`src/rtl/thermal_fault_and_derating_macros.svh`:
```
// Assertion macros for the thermal fault and derating block.
`ifndef THERMAL_FAULT_AND_DERATING_MACROS_SVH
`define THERMAL_FAULT_AND_DERATING_MACROS_SVH

`ifndef ASSERT_OFF
// Condition must hold in the same cycle as the trigger.
`define TFD_ASSERT_IMPLY(label, clk, rst, ante, cons) \
   label: assert property (@(posedge clk) disable iff (rst) (ante) |-> (cons)) \
      else $error("tfd assertion failed");
// Condition must hold in the cycle after the trigger.
`define TFD_ASSERT_NEXT(label, clk, rst, ante, cons) \
   label: assert property (@(posedge clk) disable iff (rst) (ante) |=> (cons)) \
      else $error("tfd assertion failed");
`else
`define TFD_ASSERT_IMPLY(label, clk, rst, ante, cons)
`define TFD_ASSERT_NEXT(label, clk, rst, ante, cons)
`endif

`endif

```
`src/rtl/tfd_pkg.sv`:
```
`default_nettype none

package tfd_pkg;

   localparam int TEMP_W      = 16;
   localparam int CFG_TEMP_W  = 13;
   localparam int VALUE_W     = 16;
   localparam int FRAC_W      = 8;
   localparam int LIMIT_W     = VALUE_W + FRAC_W;
   localparam int PERIOD_W    = 24;
   localparam int PERSIST_W   = 16;
   localparam int RATIO_W     = 8;
   localparam int CSR_INDEX_W = 4;
   localparam int CSR_DATA_W  = 24;

   // Parameter defaults.
   localparam int unsigned FAULT_PERSIST_TICKS_DEF = 10;
   localparam int unsigned DOWN_RATIO_Q8_DEF       = 26;
   localparam int unsigned UP_RATIO_Q8_DEF         = 26;
   localparam int unsigned FAULT_HYSTERESIS_DEF    = 50;

   // Register reset values.
   localparam logic signed [CFG_TEMP_W-1:0] OVER_TEMP_LIMIT_RST = 13'sd1000;
   localparam logic signed [CFG_TEMP_W-1:0] DERATE_ON_TEMP_RST  = 13'sd850;
   localparam logic signed [CFG_TEMP_W-1:0] DERATE_OFF_TEMP_RST = 13'sd750;
   localparam logic [PERIOD_W-1:0]          DERATE_PERIOD_RST   = 24'd9000;
   localparam logic [VALUE_W-1:0]           RATED_CURRENT_RST   = 16'd1000;
   localparam logic [VALUE_W-1:0]           RATED_VOLTAGE_RST   = 16'd7500;
   localparam logic [VALUE_W-1:0]           CURRENT_FLOOR_RST   = 16'd100;
   localparam logic [VALUE_W-1:0]           VOLTAGE_FLOOR_RST   = 16'd2000;

   typedef enum logic [CSR_INDEX_W-1:0] {
      CSR_OVER_TEMP_LIMIT     = 4'd0,
      CSR_DERATE_ON_TEMP      = 4'd1,
      CSR_DERATE_OFF_TEMP     = 4'd2,
      CSR_DERATE_PERIOD_TICKS = 4'd3,
      CSR_RATED_CURRENT       = 4'd4,
      CSR_RATED_VOLTAGE       = 4'd5,
      CSR_CURRENT_FLOOR       = 4'd6,
      CSR_VOLTAGE_FLOOR       = 4'd7
   } csr_index_type;

   typedef struct packed {
      logic signed [TEMP_W-1:0] temp_first;
      logic signed [TEMP_W-1:0] temp_second;
      logic [VALUE_W-1:0]       current_avg;
      logic [VALUE_W-1:0]       voltage_avg;
   } req_type;

   typedef struct packed {
      logic               over_temp_fault;
      logic               fault_event;
      logic [VALUE_W-1:0] current_limit;
      logic [VALUE_W-1:0] voltage_limit;
   } rsp_type;

   // Settings shared by both derating channels.
   typedef struct packed {
      logic signed [CFG_TEMP_W-1:0] on_temp;
      logic signed [CFG_TEMP_W-1:0] off_temp;
      logic [PERIOD_W-1:0]          period;
   } derate_cfg_type;

   // Settings of one derating channel.
   typedef struct packed {
      logic [VALUE_W-1:0] rated;
      logic [VALUE_W-1:0] floor_value;
   } chan_cfg_type;

   typedef struct packed {
      logic fault;
      logic fault_event;
   } fault_status_type;

endpackage

`default_nettype wire

```
`src/rtl/tfd_fault.sv`:
```
`default_nettype none

// Latched over-temperature fault with an up/down persistence counter.
module tfd_fault #(
   parameter int unsigned FAULT_PERSIST_TICKS = tfd_pkg::FAULT_PERSIST_TICKS_DEF,
   parameter int unsigned FAULT_HYSTERESIS    = tfd_pkg::FAULT_HYSTERESIS_DEF
) (
   input  wire logic                                   clock,
   input  wire logic                                   reset,
   input  wire logic                                   enable,
   input  wire logic signed [tfd_pkg::TEMP_W-1:0]      temp_hot,
   input  wire logic signed [tfd_pkg::CFG_TEMP_W-1:0]  over_temp_limit,
   output tfd_pkg::fault_status_type                   status_next
);

   localparam int LEVEL_W = tfd_pkg::TEMP_W + 2;

   logic                              fault_ff;
   logic                              fault_in;
   logic [tfd_pkg::PERSIST_W-1:0]     count_ff;
   logic [tfd_pkg::PERSIST_W-1:0]     count_in;
   logic [tfd_pkg::PERSIST_W-1:0]     count_inc;
   logic signed [LEVEL_W-1:0]         clear_level;
   logic                              cond;
   logic                              event_flag;

   always_comb begin
      clear_level = {{(LEVEL_W - tfd_pkg::CFG_TEMP_W){over_temp_limit[tfd_pkg::CFG_TEMP_W-1]}},
                     over_temp_limit} - LEVEL_W'(FAULT_HYSTERESIS);
      cond        = fault_ff ? (temp_hot < clear_level) : (temp_hot > over_temp_limit);
      count_inc   = count_ff + 1'b1;
      fault_in    = fault_ff;
      count_in    = count_ff;
      event_flag  = 1'b0;
      if (cond) begin
         count_in = count_inc;
         if (count_inc >= tfd_pkg::PERSIST_W'(FAULT_PERSIST_TICKS)) begin
            count_in   = '0;
            event_flag = !fault_ff;
            fault_in   = !fault_ff;
         end
      end else if (count_ff != '0) begin
         count_in = count_ff - 1'b1;
      end
      status_next.fault       = fault_in;
      status_next.fault_event = event_flag;
   end

   always_ff @(posedge clock) begin
      if (reset) begin
         fault_ff <= 1'b0;
         count_ff <= '0;
      end else if (enable) begin
         fault_ff <= fault_in;
         count_ff <= count_in;
      end
   end

endmodule

`default_nettype wire

```
`src/rtl/tfd_derate_chan.sv`:
```
`default_nettype none

// One derating channel: steps its limit down while hot and back up once cool.
module tfd_derate_chan #(
   parameter int unsigned              DOWN_RATIO_Q8 = tfd_pkg::DOWN_RATIO_Q8_DEF,
   parameter int unsigned              UP_RATIO_Q8   = tfd_pkg::UP_RATIO_Q8_DEF,
   parameter logic [tfd_pkg::VALUE_W-1:0] RATED_RESET = tfd_pkg::RATED_CURRENT_RST
) (
   input  wire logic                               clock,
   input  wire logic                               reset,
   input  wire logic                               enable,
   input  wire logic signed [tfd_pkg::TEMP_W-1:0]  temp_hot,
   input  wire logic [tfd_pkg::VALUE_W-1:0]        avg,
   input  wire tfd_pkg::derate_cfg_type            derate_cfg,
   input  wire tfd_pkg::chan_cfg_type              chan_cfg,
   output logic [tfd_pkg::VALUE_W-1:0]             limit_next
);

   localparam int LW = tfd_pkg::LIMIT_W;
   localparam int PW = tfd_pkg::PERIOD_W;
   localparam logic [tfd_pkg::FRAC_W-1:0] FRAC_ZERO = '0;

   logic                            active_ff, active_in;
   logic                            captured_ff, captured_in;
   logic [PW-1:0]                   period_ff, period_in;
   logic [LW-1:0]                   limit_ff, limit_in;
   logic [tfd_pkg::VALUE_W-1:0]     ref_ff, ref_in;
   logic [LW-1:0]                   step_ff, step_in;
   logic [PW-1:0]                   period_eff;
   logic [PW-1:0]                   period_inc;
   logic [LW-1:0]                   lim_work;
   logic [LW-1:0]                   step_work;
   logic [LW-1:0]                   floor_fix;
   logic [LW-1:0]                   rated_fix;

   always_comb begin
      period_eff  = (derate_cfg.period == '0) ? PW'(1) : derate_cfg.period;
      period_inc  = period_ff + 1'b1;
      floor_fix   = {chan_cfg.floor_value, FRAC_ZERO};
      rated_fix   = {chan_cfg.rated, FRAC_ZERO};
      active_in   = active_ff;
      captured_in = captured_ff;
      period_in   = period_ff;
      limit_in    = limit_ff;
      ref_in      = ref_ff;
      step_in     = step_ff;
      lim_work    = limit_ff;
      step_work   = step_ff;
      if (active_ff && (period_inc < period_eff)) begin
         period_in = period_inc;
      end else begin
         period_in = '0;
         if (temp_hot >= derate_cfg.on_temp) begin
            active_in = 1'b1;
            if (!captured_ff) begin
               // Capture the present value; the step is a fixed fraction of it.
               ref_in      = avg;
               step_work   = LW'(avg) * LW'(DOWN_RATIO_Q8);
               lim_work    = {avg, FRAC_ZERO};
               captured_in = 1'b1;
            end
            step_in = step_work;
            if ({1'b0, lim_work} > ({1'b0, floor_fix} + {1'b0, step_work})) begin
               limit_in = lim_work - step_work;
            end else begin
               limit_in = floor_fix;
            end
         end else if ((temp_hot < derate_cfg.off_temp) && active_ff) begin
            if (captured_ff) begin
               step_work   = LW'(ref_ff) * LW'(UP_RATIO_Q8);
               captured_in = 1'b0;
            end
            step_in = step_work;
            if (({1'b0, limit_ff} + {1'b0, step_work}) < {1'b0, rated_fix}) begin
               limit_in = limit_ff + step_work;
            end else begin
               limit_in  = rated_fix;
               active_in = 1'b0;
            end
         end
      end
      limit_next = limit_in[LW-1:tfd_pkg::FRAC_W];
   end

   always_ff @(posedge clock) begin
      if (reset) begin
         active_ff   <= 1'b0;
         captured_ff <= 1'b0;
         period_ff   <= '0;
         limit_ff    <= {RATED_RESET, FRAC_ZERO};
         ref_ff      <= '0;
         step_ff     <= '0;
      end else if (enable) begin
         active_ff   <= active_in;
         captured_ff <= captured_in;
         period_ff   <= period_in;
         limit_ff    <= limit_in;
         ref_ff      <= ref_in;
         step_ff     <= step_in;
      end
   end

endmodule

`default_nettype wire

```
`src/rtl/thermal_fault_and_derating.sv`:
```
// Over-temperature protection with current and voltage derating.
// One transfer on the req_ channel is one protection tick: two signed temperature
// samples and the averaged current and voltage. For every tick the block returns
// exactly one transfer on the rsp_ channel with the latched fault, a one-tick fault
// event and the present current and voltage limits (integer part, 0.1 units).
// rsp_valid rises at the edge that runs the update pass, after the req_ transfer
// has been held in the input register. A new tick is taken in every cycle while
// rsp_ready is high, set by the single update pass from the input register into
// the state and result registers.
// When the receiver holds rsp_ready low, the result register keeps its transfer and
// one further tick waits in the input register; req_ready then falls until the
// result is taken. Nothing is dropped.
// Settings are written on the csr_ channel, which is always ready; an index beyond
// the last register is ignored. Write it only while no tick is in flight.
// Synchronous reset restores all register defaults, clears the fault and both
// derating channels and sets each limit to its rated default.
`default_nettype none

`include "thermal_fault_and_derating_macros.svh"

module thermal_fault_and_derating #(
   parameter int unsigned FAULT_PERSIST_TICKS = tfd_pkg::FAULT_PERSIST_TICKS_DEF,
   parameter int unsigned DOWN_RATIO_Q8       = tfd_pkg::DOWN_RATIO_Q8_DEF,
   parameter int unsigned UP_RATIO_Q8         = tfd_pkg::UP_RATIO_Q8_DEF,
   parameter int unsigned FAULT_HYSTERESIS    = tfd_pkg::FAULT_HYSTERESIS_DEF
) (
   input  wire logic                               clock,
   input  wire logic                               reset,
   input  wire logic                               req_valid,
   output logic                                    req_ready,
   input  wire tfd_pkg::req_type                   req_data,
   output logic                                    rsp_valid,
   input  wire logic                               rsp_ready,
   output tfd_pkg::rsp_type                        rsp_data,
   input  wire logic                               csr_valid,
   output logic                                    csr_ready,
   input  wire logic [tfd_pkg::CSR_INDEX_W-1:0]    csr_index,
   input  wire logic [tfd_pkg::CSR_DATA_W-1:0]     csr_data
);

   // Configuration registers.
   logic signed [tfd_pkg::CFG_TEMP_W-1:0] over_temp_limit_ff;
   logic signed [tfd_pkg::CFG_TEMP_W-1:0] derate_on_temp_ff;
   logic signed [tfd_pkg::CFG_TEMP_W-1:0] derate_off_temp_ff;
   logic [tfd_pkg::PERIOD_W-1:0]          derate_period_ff;
   logic [tfd_pkg::VALUE_W-1:0]           rated_current_ff;
   logic [tfd_pkg::VALUE_W-1:0]           rated_voltage_ff;
   logic [tfd_pkg::VALUE_W-1:0]           current_floor_ff;
   logic [tfd_pkg::VALUE_W-1:0]           voltage_floor_ff;

   // Input register and result register.
   logic                                  req_valid_ff, req_valid_in;
   tfd_pkg::req_type                      req_data_ff;
   logic                                  rsp_valid_ff, rsp_valid_in;
   tfd_pkg::rsp_type                      rsp_data_ff, rsp_data_in;

   logic                                  advance;
   logic signed [tfd_pkg::TEMP_W-1:0]     temp_hot;
   tfd_pkg::derate_cfg_type               derate_cfg;
   tfd_pkg::chan_cfg_type                 current_cfg;
   tfd_pkg::chan_cfg_type                 voltage_cfg;
   tfd_pkg::fault_status_type             fault_next;
   logic [tfd_pkg::VALUE_W-1:0]           current_limit_next;
   logic [tfd_pkg::VALUE_W-1:0]           voltage_limit_next;

   // The held tick is processed whenever the result register is free or is
   // being emptied in this cycle; the state registers update on the same edge.
   assign advance   = req_valid_ff && (!rsp_valid_ff || rsp_ready);
   assign req_ready = !req_valid_ff || advance;
   assign csr_ready = 1'b1;
   assign rsp_valid = rsp_valid_ff;
   assign rsp_data  = rsp_data_ff;

   always_comb begin
      if (req_valid && req_ready) begin
         req_valid_in = 1'b1;
      end else if (advance) begin
         req_valid_in = 1'b0;
      end else begin
         req_valid_in = req_valid_ff;
      end
      if (advance) begin
         rsp_valid_in = 1'b1;
      end else if (rsp_ready) begin
         rsp_valid_in = 1'b0;
      end else begin
         rsp_valid_in = rsp_valid_ff;
      end
   end

   always_ff @(posedge clock) begin
      if (reset) begin
         req_valid_ff <= 1'b0;
         rsp_valid_ff <= 1'b0;
      end else begin
         req_valid_ff <= req_valid_in;
         rsp_valid_ff <= rsp_valid_in;
      end
   end

   always_ff @(posedge clock) begin
      if (req_valid && req_ready) begin
         req_data_ff <= req_data;
      end
      if (advance) begin
         rsp_data_ff <= rsp_data_in;
      end
   end

   // Configuration writes: data is cut to the width of the register.
   always_ff @(posedge clock) begin
      if (reset) begin
         over_temp_limit_ff <= tfd_pkg::OVER_TEMP_LIMIT_RST;
         derate_on_temp_ff  <= tfd_pkg::DERATE_ON_TEMP_RST;
         derate_off_temp_ff <= tfd_pkg::DERATE_OFF_TEMP_RST;
         derate_period_ff   <= tfd_pkg::DERATE_PERIOD_RST;
         rated_current_ff   <= tfd_pkg::RATED_CURRENT_RST;
         rated_voltage_ff   <= tfd_pkg::RATED_VOLTAGE_RST;
         current_floor_ff   <= tfd_pkg::CURRENT_FLOOR_RST;
         voltage_floor_ff   <= tfd_pkg::VOLTAGE_FLOOR_RST;
      end else if (csr_valid && csr_ready) begin
         unique case (csr_index)
            tfd_pkg::CSR_OVER_TEMP_LIMIT: begin
               over_temp_limit_ff <= csr_data[tfd_pkg::CFG_TEMP_W-1:0];
            end
            tfd_pkg::CSR_DERATE_ON_TEMP: begin
               derate_on_temp_ff <= csr_data[tfd_pkg::CFG_TEMP_W-1:0];
            end
            tfd_pkg::CSR_DERATE_OFF_TEMP: begin
               derate_off_temp_ff <= csr_data[tfd_pkg::CFG_TEMP_W-1:0];
            end
            tfd_pkg::CSR_DERATE_PERIOD_TICKS: begin
               derate_period_ff <= csr_data[tfd_pkg::PERIOD_W-1:0];
            end
            tfd_pkg::CSR_RATED_CURRENT: begin
               rated_current_ff <= csr_data[tfd_pkg::VALUE_W-1:0];
            end
            tfd_pkg::CSR_RATED_VOLTAGE: begin
               rated_voltage_ff <= csr_data[tfd_pkg::VALUE_W-1:0];
            end
            tfd_pkg::CSR_CURRENT_FLOOR: begin
               current_floor_ff <= csr_data[tfd_pkg::VALUE_W-1:0];
            end
            tfd_pkg::CSR_VOLTAGE_FLOOR: begin
               voltage_floor_ff <= csr_data[tfd_pkg::VALUE_W-1:0];
            end
            default: begin
            end
         endcase
      end
   end

   // The hotter of the two samples drives both the fault and the derating.
   always_comb begin
      temp_hot = (req_data_ff.temp_first < req_data_ff.temp_second) ?
                 req_data_ff.temp_second : req_data_ff.temp_first;
      derate_cfg.on_temp      = derate_on_temp_ff;
      derate_cfg.off_temp     = derate_off_temp_ff;
      derate_cfg.period       = derate_period_ff;
      current_cfg.rated       = rated_current_ff;
      current_cfg.floor_value = current_floor_ff;
      voltage_cfg.rated       = rated_voltage_ff;
      voltage_cfg.floor_value = voltage_floor_ff;
   end

   tfd_fault #(
      .FAULT_PERSIST_TICKS (FAULT_PERSIST_TICKS),
      .FAULT_HYSTERESIS    (FAULT_HYSTERESIS)
   ) u_fault (
      .clock           (clock),
      .reset           (reset),
      .enable          (advance),
      .temp_hot        (temp_hot),
      .over_temp_limit (over_temp_limit_ff),
      .status_next     (fault_next)
   );

   tfd_derate_chan #(
      .DOWN_RATIO_Q8 (DOWN_RATIO_Q8),
      .UP_RATIO_Q8   (UP_RATIO_Q8),
      .RATED_RESET   (tfd_pkg::RATED_CURRENT_RST)
   ) u_current_chan (
      .clock      (clock),
      .reset      (reset),
      .enable     (advance),
      .temp_hot   (temp_hot),
      .avg        (req_data_ff.current_avg),
      .derate_cfg (derate_cfg),
      .chan_cfg   (current_cfg),
      .limit_next (current_limit_next)
   );

   tfd_derate_chan #(
      .DOWN_RATIO_Q8 (DOWN_RATIO_Q8),
      .UP_RATIO_Q8   (UP_RATIO_Q8),
      .RATED_RESET   (tfd_pkg::RATED_VOLTAGE_RST)
   ) u_voltage_chan (
      .clock      (clock),
      .reset      (reset),
      .enable     (advance),
      .temp_hot   (temp_hot),
      .avg        (req_data_ff.voltage_avg),
      .derate_cfg (derate_cfg),
      .chan_cfg   (voltage_cfg),
      .limit_next (voltage_limit_next)
   );

   always_comb begin
      rsp_data_in.over_temp_fault = fault_next.fault;
      rsp_data_in.fault_event     = fault_next.fault_event;
      rsp_data_in.current_limit   = current_limit_next;
      rsp_data_in.voltage_limit   = voltage_limit_next;
   end

   // A fault event is only ever reported together with the fault itself.
   `TFD_ASSERT_IMPLY(a_event_has_fault, clock, reset, rsp_valid_ff && rsp_data_ff.fault_event, rsp_data_ff.over_temp_fault)
   // With both registers full and the receiver stalled, no new tick is taken.
   `TFD_ASSERT_IMPLY(a_blocked_no_take, clock, reset, req_valid_ff && rsp_valid_ff && !rsp_ready, !req_ready)
   // A fault that trips in the update pass reaches the result register.
   `TFD_ASSERT_NEXT(a_event_delivered, clock, reset, advance && fault_next.fault_event, rsp_valid_ff && rsp_data_ff.fault_event)

endmodule

`default_nettype wire
```
`config.mk`:
```
export PLATFORM = sky130hd
export DESIGN_NAME = thermal_fault_and_derating
export DESIGN_NICKNAME = d
export VERILOG_FILES = /design/src/rtl/tfd_pkg.sv /design/src/rtl/tfd_fault.sv /design/src/rtl/tfd_derate_chan.sv /design/src/rtl/thermal_fault_and_derating.sv
export VERILOG_INCLUDE_DIRS = /design/src /design/src/rtl
export SDC_FILE = /design/constraint.sdc
export NUM_CORES = 2
export LEC_CHECK = 0
export BUFFER_PORTS_ARGS = -buffer_cell sky130_fd_sc_hd__buf_2
export CORE_MARGIN = 4
export CORE_UTILIZATION = 52
export CTS_CLUSTER_DIAMETER = 150
export DETAILED_ROUTE_END_ITERATION = 8
export GPL_ROUTABILITY_DRIVEN = 1
export PLACE_DENSITY = 0.69
export REMOVE_ABC_BUFFERS = 1
export SKIP_LAST_GASP = 1
export SYNTH_ARGS = -nofsm -noshare
export SYNTH_HDL_FRONTEND = slang
export SYNTH_SLANG_ARGS = --single-unit
export TNS_END_PERCENT = 100
```
`constraint.sdc`:
```
create_clock -name clock -period 11.74 [get_ports clock]
set_input_delay 2.935 -clock clock [delete_from_list [all_inputs] [get_ports clock]]
set_output_delay 2.935 -clock clock [all_outputs]
set_load 0.02 [all_outputs]
```
==> insert_results.sql <==
INSERT INTO impl_metrics (metric_group, metric, value, unit) VALUES
('status', 'run_status', 'finished clean', ''),
('synth', 'synthesis.yosys.warnings', '0', ''),
('floorplanning', 'fp.dieW', '270.4', 'µm'),
('synth', 'post_synthesis_async_set_or_reset_flop_share', '0', '%'),
('synth', 'synth_edf_count', '98', ''),
('drt', 'vias', '31640', ''),
('timing', 'timing.max_slew.rel_slack', '29.60', '%'),
('timing', 'hold_viol_final', '0', ''),
('drt', 'final_antenna_net_count', '0', ''),
('drt', 'detailed_route_drc_error_count', '0', ''),
('timing', 'tns', '0', 'ps'),
('global_routing', 'grt_max_degree', '86', ''),
('cells_and_area', 'post_layout_nonfiller_instances', '5375', ''),
('clocking', 'post_cts_resize_count', '0', ''),
('critical_path', 'required', '12110', 'ps'),
('power', 'power.leakage', '17.90', 'nW'),
('timing', 'post-route-min-period', '8595', 'ps'),
('synth', 'ys.flop_type', 'sky130_fd_sc_hd__dfxtp_1', ''),
('cells_and_area', 'fillerInstances', '6368', ''),
('drt', 'postRouteWirelength', '104100', 'µm'),
('drt', 'top_signal_layer_used', 'met5', ''),
('critical_path', 'r2r-end', 'rsp_data[31]$_DFFE_PP_', ''),
('synth', 'yosysMostFrequentCell', 'sky130_fd_sc_hd__nand2_1', ''),
('critical_path', 'startpoint_type', 'flop', ''),
('timing', 'timing.final.crit_share', '73.21', '%'),
('global_routing', 'wire_length_of_the_first_global_routing_pass', '163100', 'µm'),
('synth', 'syn_area_per_cell', '8.090', 'µm²'),
('global_routing', 'antenna_found_initial', '2', ''),
('clocking', 'clock-sinks', '424', ''),
('drt', 'wirelength_met1', '47560', 'µm'),
('timing', 'rsz_0062_raised_after_global_routing', 'false', ''),
('cells_and_area', 'num_antenna_cells', '0', ''),
('synth', 'leading_cell_types_by_count_after_synthesis', 'sky130_fd_sc_hd__nand2_1 (509), sky130_fd_sc_hd__ha_1 (468), sky130_fd_sc_hd__inv_1 (439)', ''),
('synth', 'syn-cell-area', '0.03581', 'mm²'),
('synth', 'sequential_element_share_of_the_synthesized_area', '26.44', '%'),
('drt', 'post_detailed_route_wirelength_per_cell', '19.37', 'µm'),
('synth', 'synth.lib_cells_used.distinct', '98', ''),
('timing', 'final_max_slew_viol_count', '0', ''),
('job', 'max_cap_viol', '0', ''),
('floorplanning', 'starting_density_of_the_core', '52.85', '%'),
('cells_and_area', 'final_nets', '5081', ''),
('synth', 'synthAdderAreaFrac', '19.60', '%'),
('power', 'max_vdd_drop', '0.0001392', 'V'),
('critical_path', 'r2r_setup_slack', '3140', 'ps'),
('drt', 'detail_route_met3_wl', '7462', 'µm'),
('timing', 'final-setup-viol-count', '0', ''),
('timing', 'skew', '20.85', 'ps'),
('global_routing', 'gr-total-overflow', '0', ''),
('clocking', 'worst_setup_hold_path_clk_slew', '60', 'ps'),
('place', 'place_inst', '5277', ''),
('synth', 'post_synth_and_or_nand_nor_area_fraction', '17.02', '%'),
('critical_path', 'timing.critical_path.arrival', '8960', 'ps'),
('timing', 'worst_slew_pin_slew', '1056', 'ps'),
('drt', 'drt_first_iter_violations', '2533', ''),
('floorplanning', 'core_region_area', '0.06775', 'mm²'),
('clocking', 'cts-root-buf', 'sky130_fd_sc_hd__clkbuf_16', ''),
('clocking', 'post-cts-setup-buffers', '0', ''),
('synth', 'post_synthesis_share_of_cell_area_spent_on_xor_and_xnor_gates', '4.965', '%'),
('cells_and_area', 'layout.core_utilization', '57.35', '%'),
('critical_path', 'critical_path_class', 'reg2reg', ''),
('timing', 'hold_ws', '455.2', 'ps'),
('timing', 'maxClockFrequency', '116.3', 'MHz'),
('floorplanning', 'area_of_the_die', '0.07312', 'mm²'),
('place', 'place.port_buffers', '132', ''),
('synth', 'post_synth_top_area_cell', 'sky130_fd_sc_hd__dfxtp_1', ''),
('drt', 'vias_per_cell', '5.887', ''),
('clocking', 'tritoncts_clock_tree', 'yes', ''),
('clocking', 'cts_max_level', '2', ''),
('critical_path', 'critical-path-max-stage-delay', '670', 'ps'),
('critical_path', 'worstSetupEndpoint', 'rsp_data[31]$_DFFE_PP_', ''),
('cells_and_area', 'drive_above_1_share', '8.085', '%');
## kinds of logic after synthesis
logic type / count (synthesis)
AOI/OAI and AO/OA: 1201
buffers and inverters: 629
xor gates and xnor gates: 203
DFF: 424
and+or+nand+nor: 1316
muxes: 126
other: 1
adders and majority gates: 526
## sequential cells by signal, summed over array words and instances (netlist names), 13 cells and up
signal / count
u_voltage_chan.step_ff: 24
u_current_chan.ref_ff: 16
rsp_data: 34
over_temp_limit_ff: 13
u_current_chan.period_ff: 24
rated_voltage_ff: 16
u_voltage_chan.limit_ff: 24
u_current_chan.step_ff: 24
u_current_chan.limit_ff: 24
req_data_ff: 64
derate_period_ff: 24
u_voltage_chan.period_ff: 24
current_floor_ff: 16
u_voltage_chan.ref_ff: 16
rated_current_ff: 16
derate_off_temp_ff: 13
u_fault.count_ff: 16
voltage_floor_ff: 16
derate_on_temp_ff: 13
## worst max-delay path, delay by kind of cell, from the launching register on
| family | cells | cell delay [ps] |
|---|---|---|
| DFF | 1 | 510 |
| adders and majority gates | 5 | 1860 |
| AOI/OAI and AO/OA | 11 | 3250 |
| and+or+nand+nor | 8 | 1880 |
| buffers and inverters | 1 | 70 |
| muxes | 2 | 520 |
| xor gates and xnor gates | 2 | 230 |
## stage by stage
| stage | worst slack [ps] | area (µm²) |
|---|---|---|
| 3_5_place_dp | 3308 | 36980 |
| 6_report | 3145 | 38850 |
| 3_3_place_gp | 3356 | 36980 |
| 2_1_floorplan | 3910 | 34900 |
| 4_1_cts | 3273 | 38850 |
| 5_1_grt | 2600 | 38850 |
## where the power goes
| part | switching, mW | leakage (nW) | internal, mW | total, mW |
|---|---|---|---|---|
| logic | 2.02 | 13.4 | 1.33 | 3.36 |
| clock network | 0.704 | 0.919 | 1.07 | 1.77 |
| registers | 0.141 | 3.59 | 1.64 | 1.78 |
| total | 2.87 | 17.9 | 4.04 | 6.91 |
## per-layer routing
metal  vias up  GRT usage [%]
li1      15670              -
met1     14750          38.42
met2      1038          44.00
met3       185          4.077
met4         2          8.075
met5         -              0
## how the worst min path moves through the flow
stage / startpoint / end / slack (ps) / cells past startpoint
6_report: rated_voltage_ff[4]$_SDFFE_PP0P_ / rated_voltage_ff[4]$_SDFFE_PP0P_ / 460 / 2
2_1_floorplan: derate_off_temp_ff[0]$_SDFFE_PP0P_ / derate_off_temp_ff[0]$_SDFFE_PP0P_ / 430 / 2
3_5_place_dp: rated_voltage_ff[7]$_SDFFE_PP0P_ / rated_voltage_ff[7]$_SDFFE_PP0P_ / 450 / 2
3_3_place_gp: derate_off_temp_ff[4]$_SDFFE_PP0P_ / derate_off_temp_ff[4]$_SDFFE_PP0P_ / 440 / 2
4_1_cts: rated_voltage_ff[7]$_SDFFE_PP0P_ / rated_voltage_ff[7]$_SDFFE_PP0P_ / 460 / 2
5_1_grt: derate_off_temp_ff[0]$_SDFFE_PP0P_ / derate_off_temp_ff[0]$_SDFFE_PP0P_ / 480 / 2
## cell usage in the layout (no fill, tap or decap), types with 121 or more instances in the layout
cell                      synthesis  final
sky130_fd_sc_hd__o21ai_0        245    245
sky130_fd_sc_hd__xnor2_1        121    121
sky130_fd_sc_hd__dfxtp_1        326    324
sky130_fd_sc_hd__ha_1           468    468
sky130_fd_sc_hd__a21oi_1        432    432
sky130_fd_sc_hd__inv_1          439    437
sky130_fd_sc_hd__nand2_1        509    509
sky130_fd_sc_hd__nor2_1         305    305
sky130_fd_sc_hd__buf_2           24    131
## final cells by class
type	instances	area share, %
repair buffers	167	2.399
multi-input cells	3373	61.32
flip-flops and latches	424	24.39
well taps	873	2.811
clock buffers	71	3.929
clock inverters	27	0.8984
inverters	440	4.254
Power figures use the tool's default switching activity.
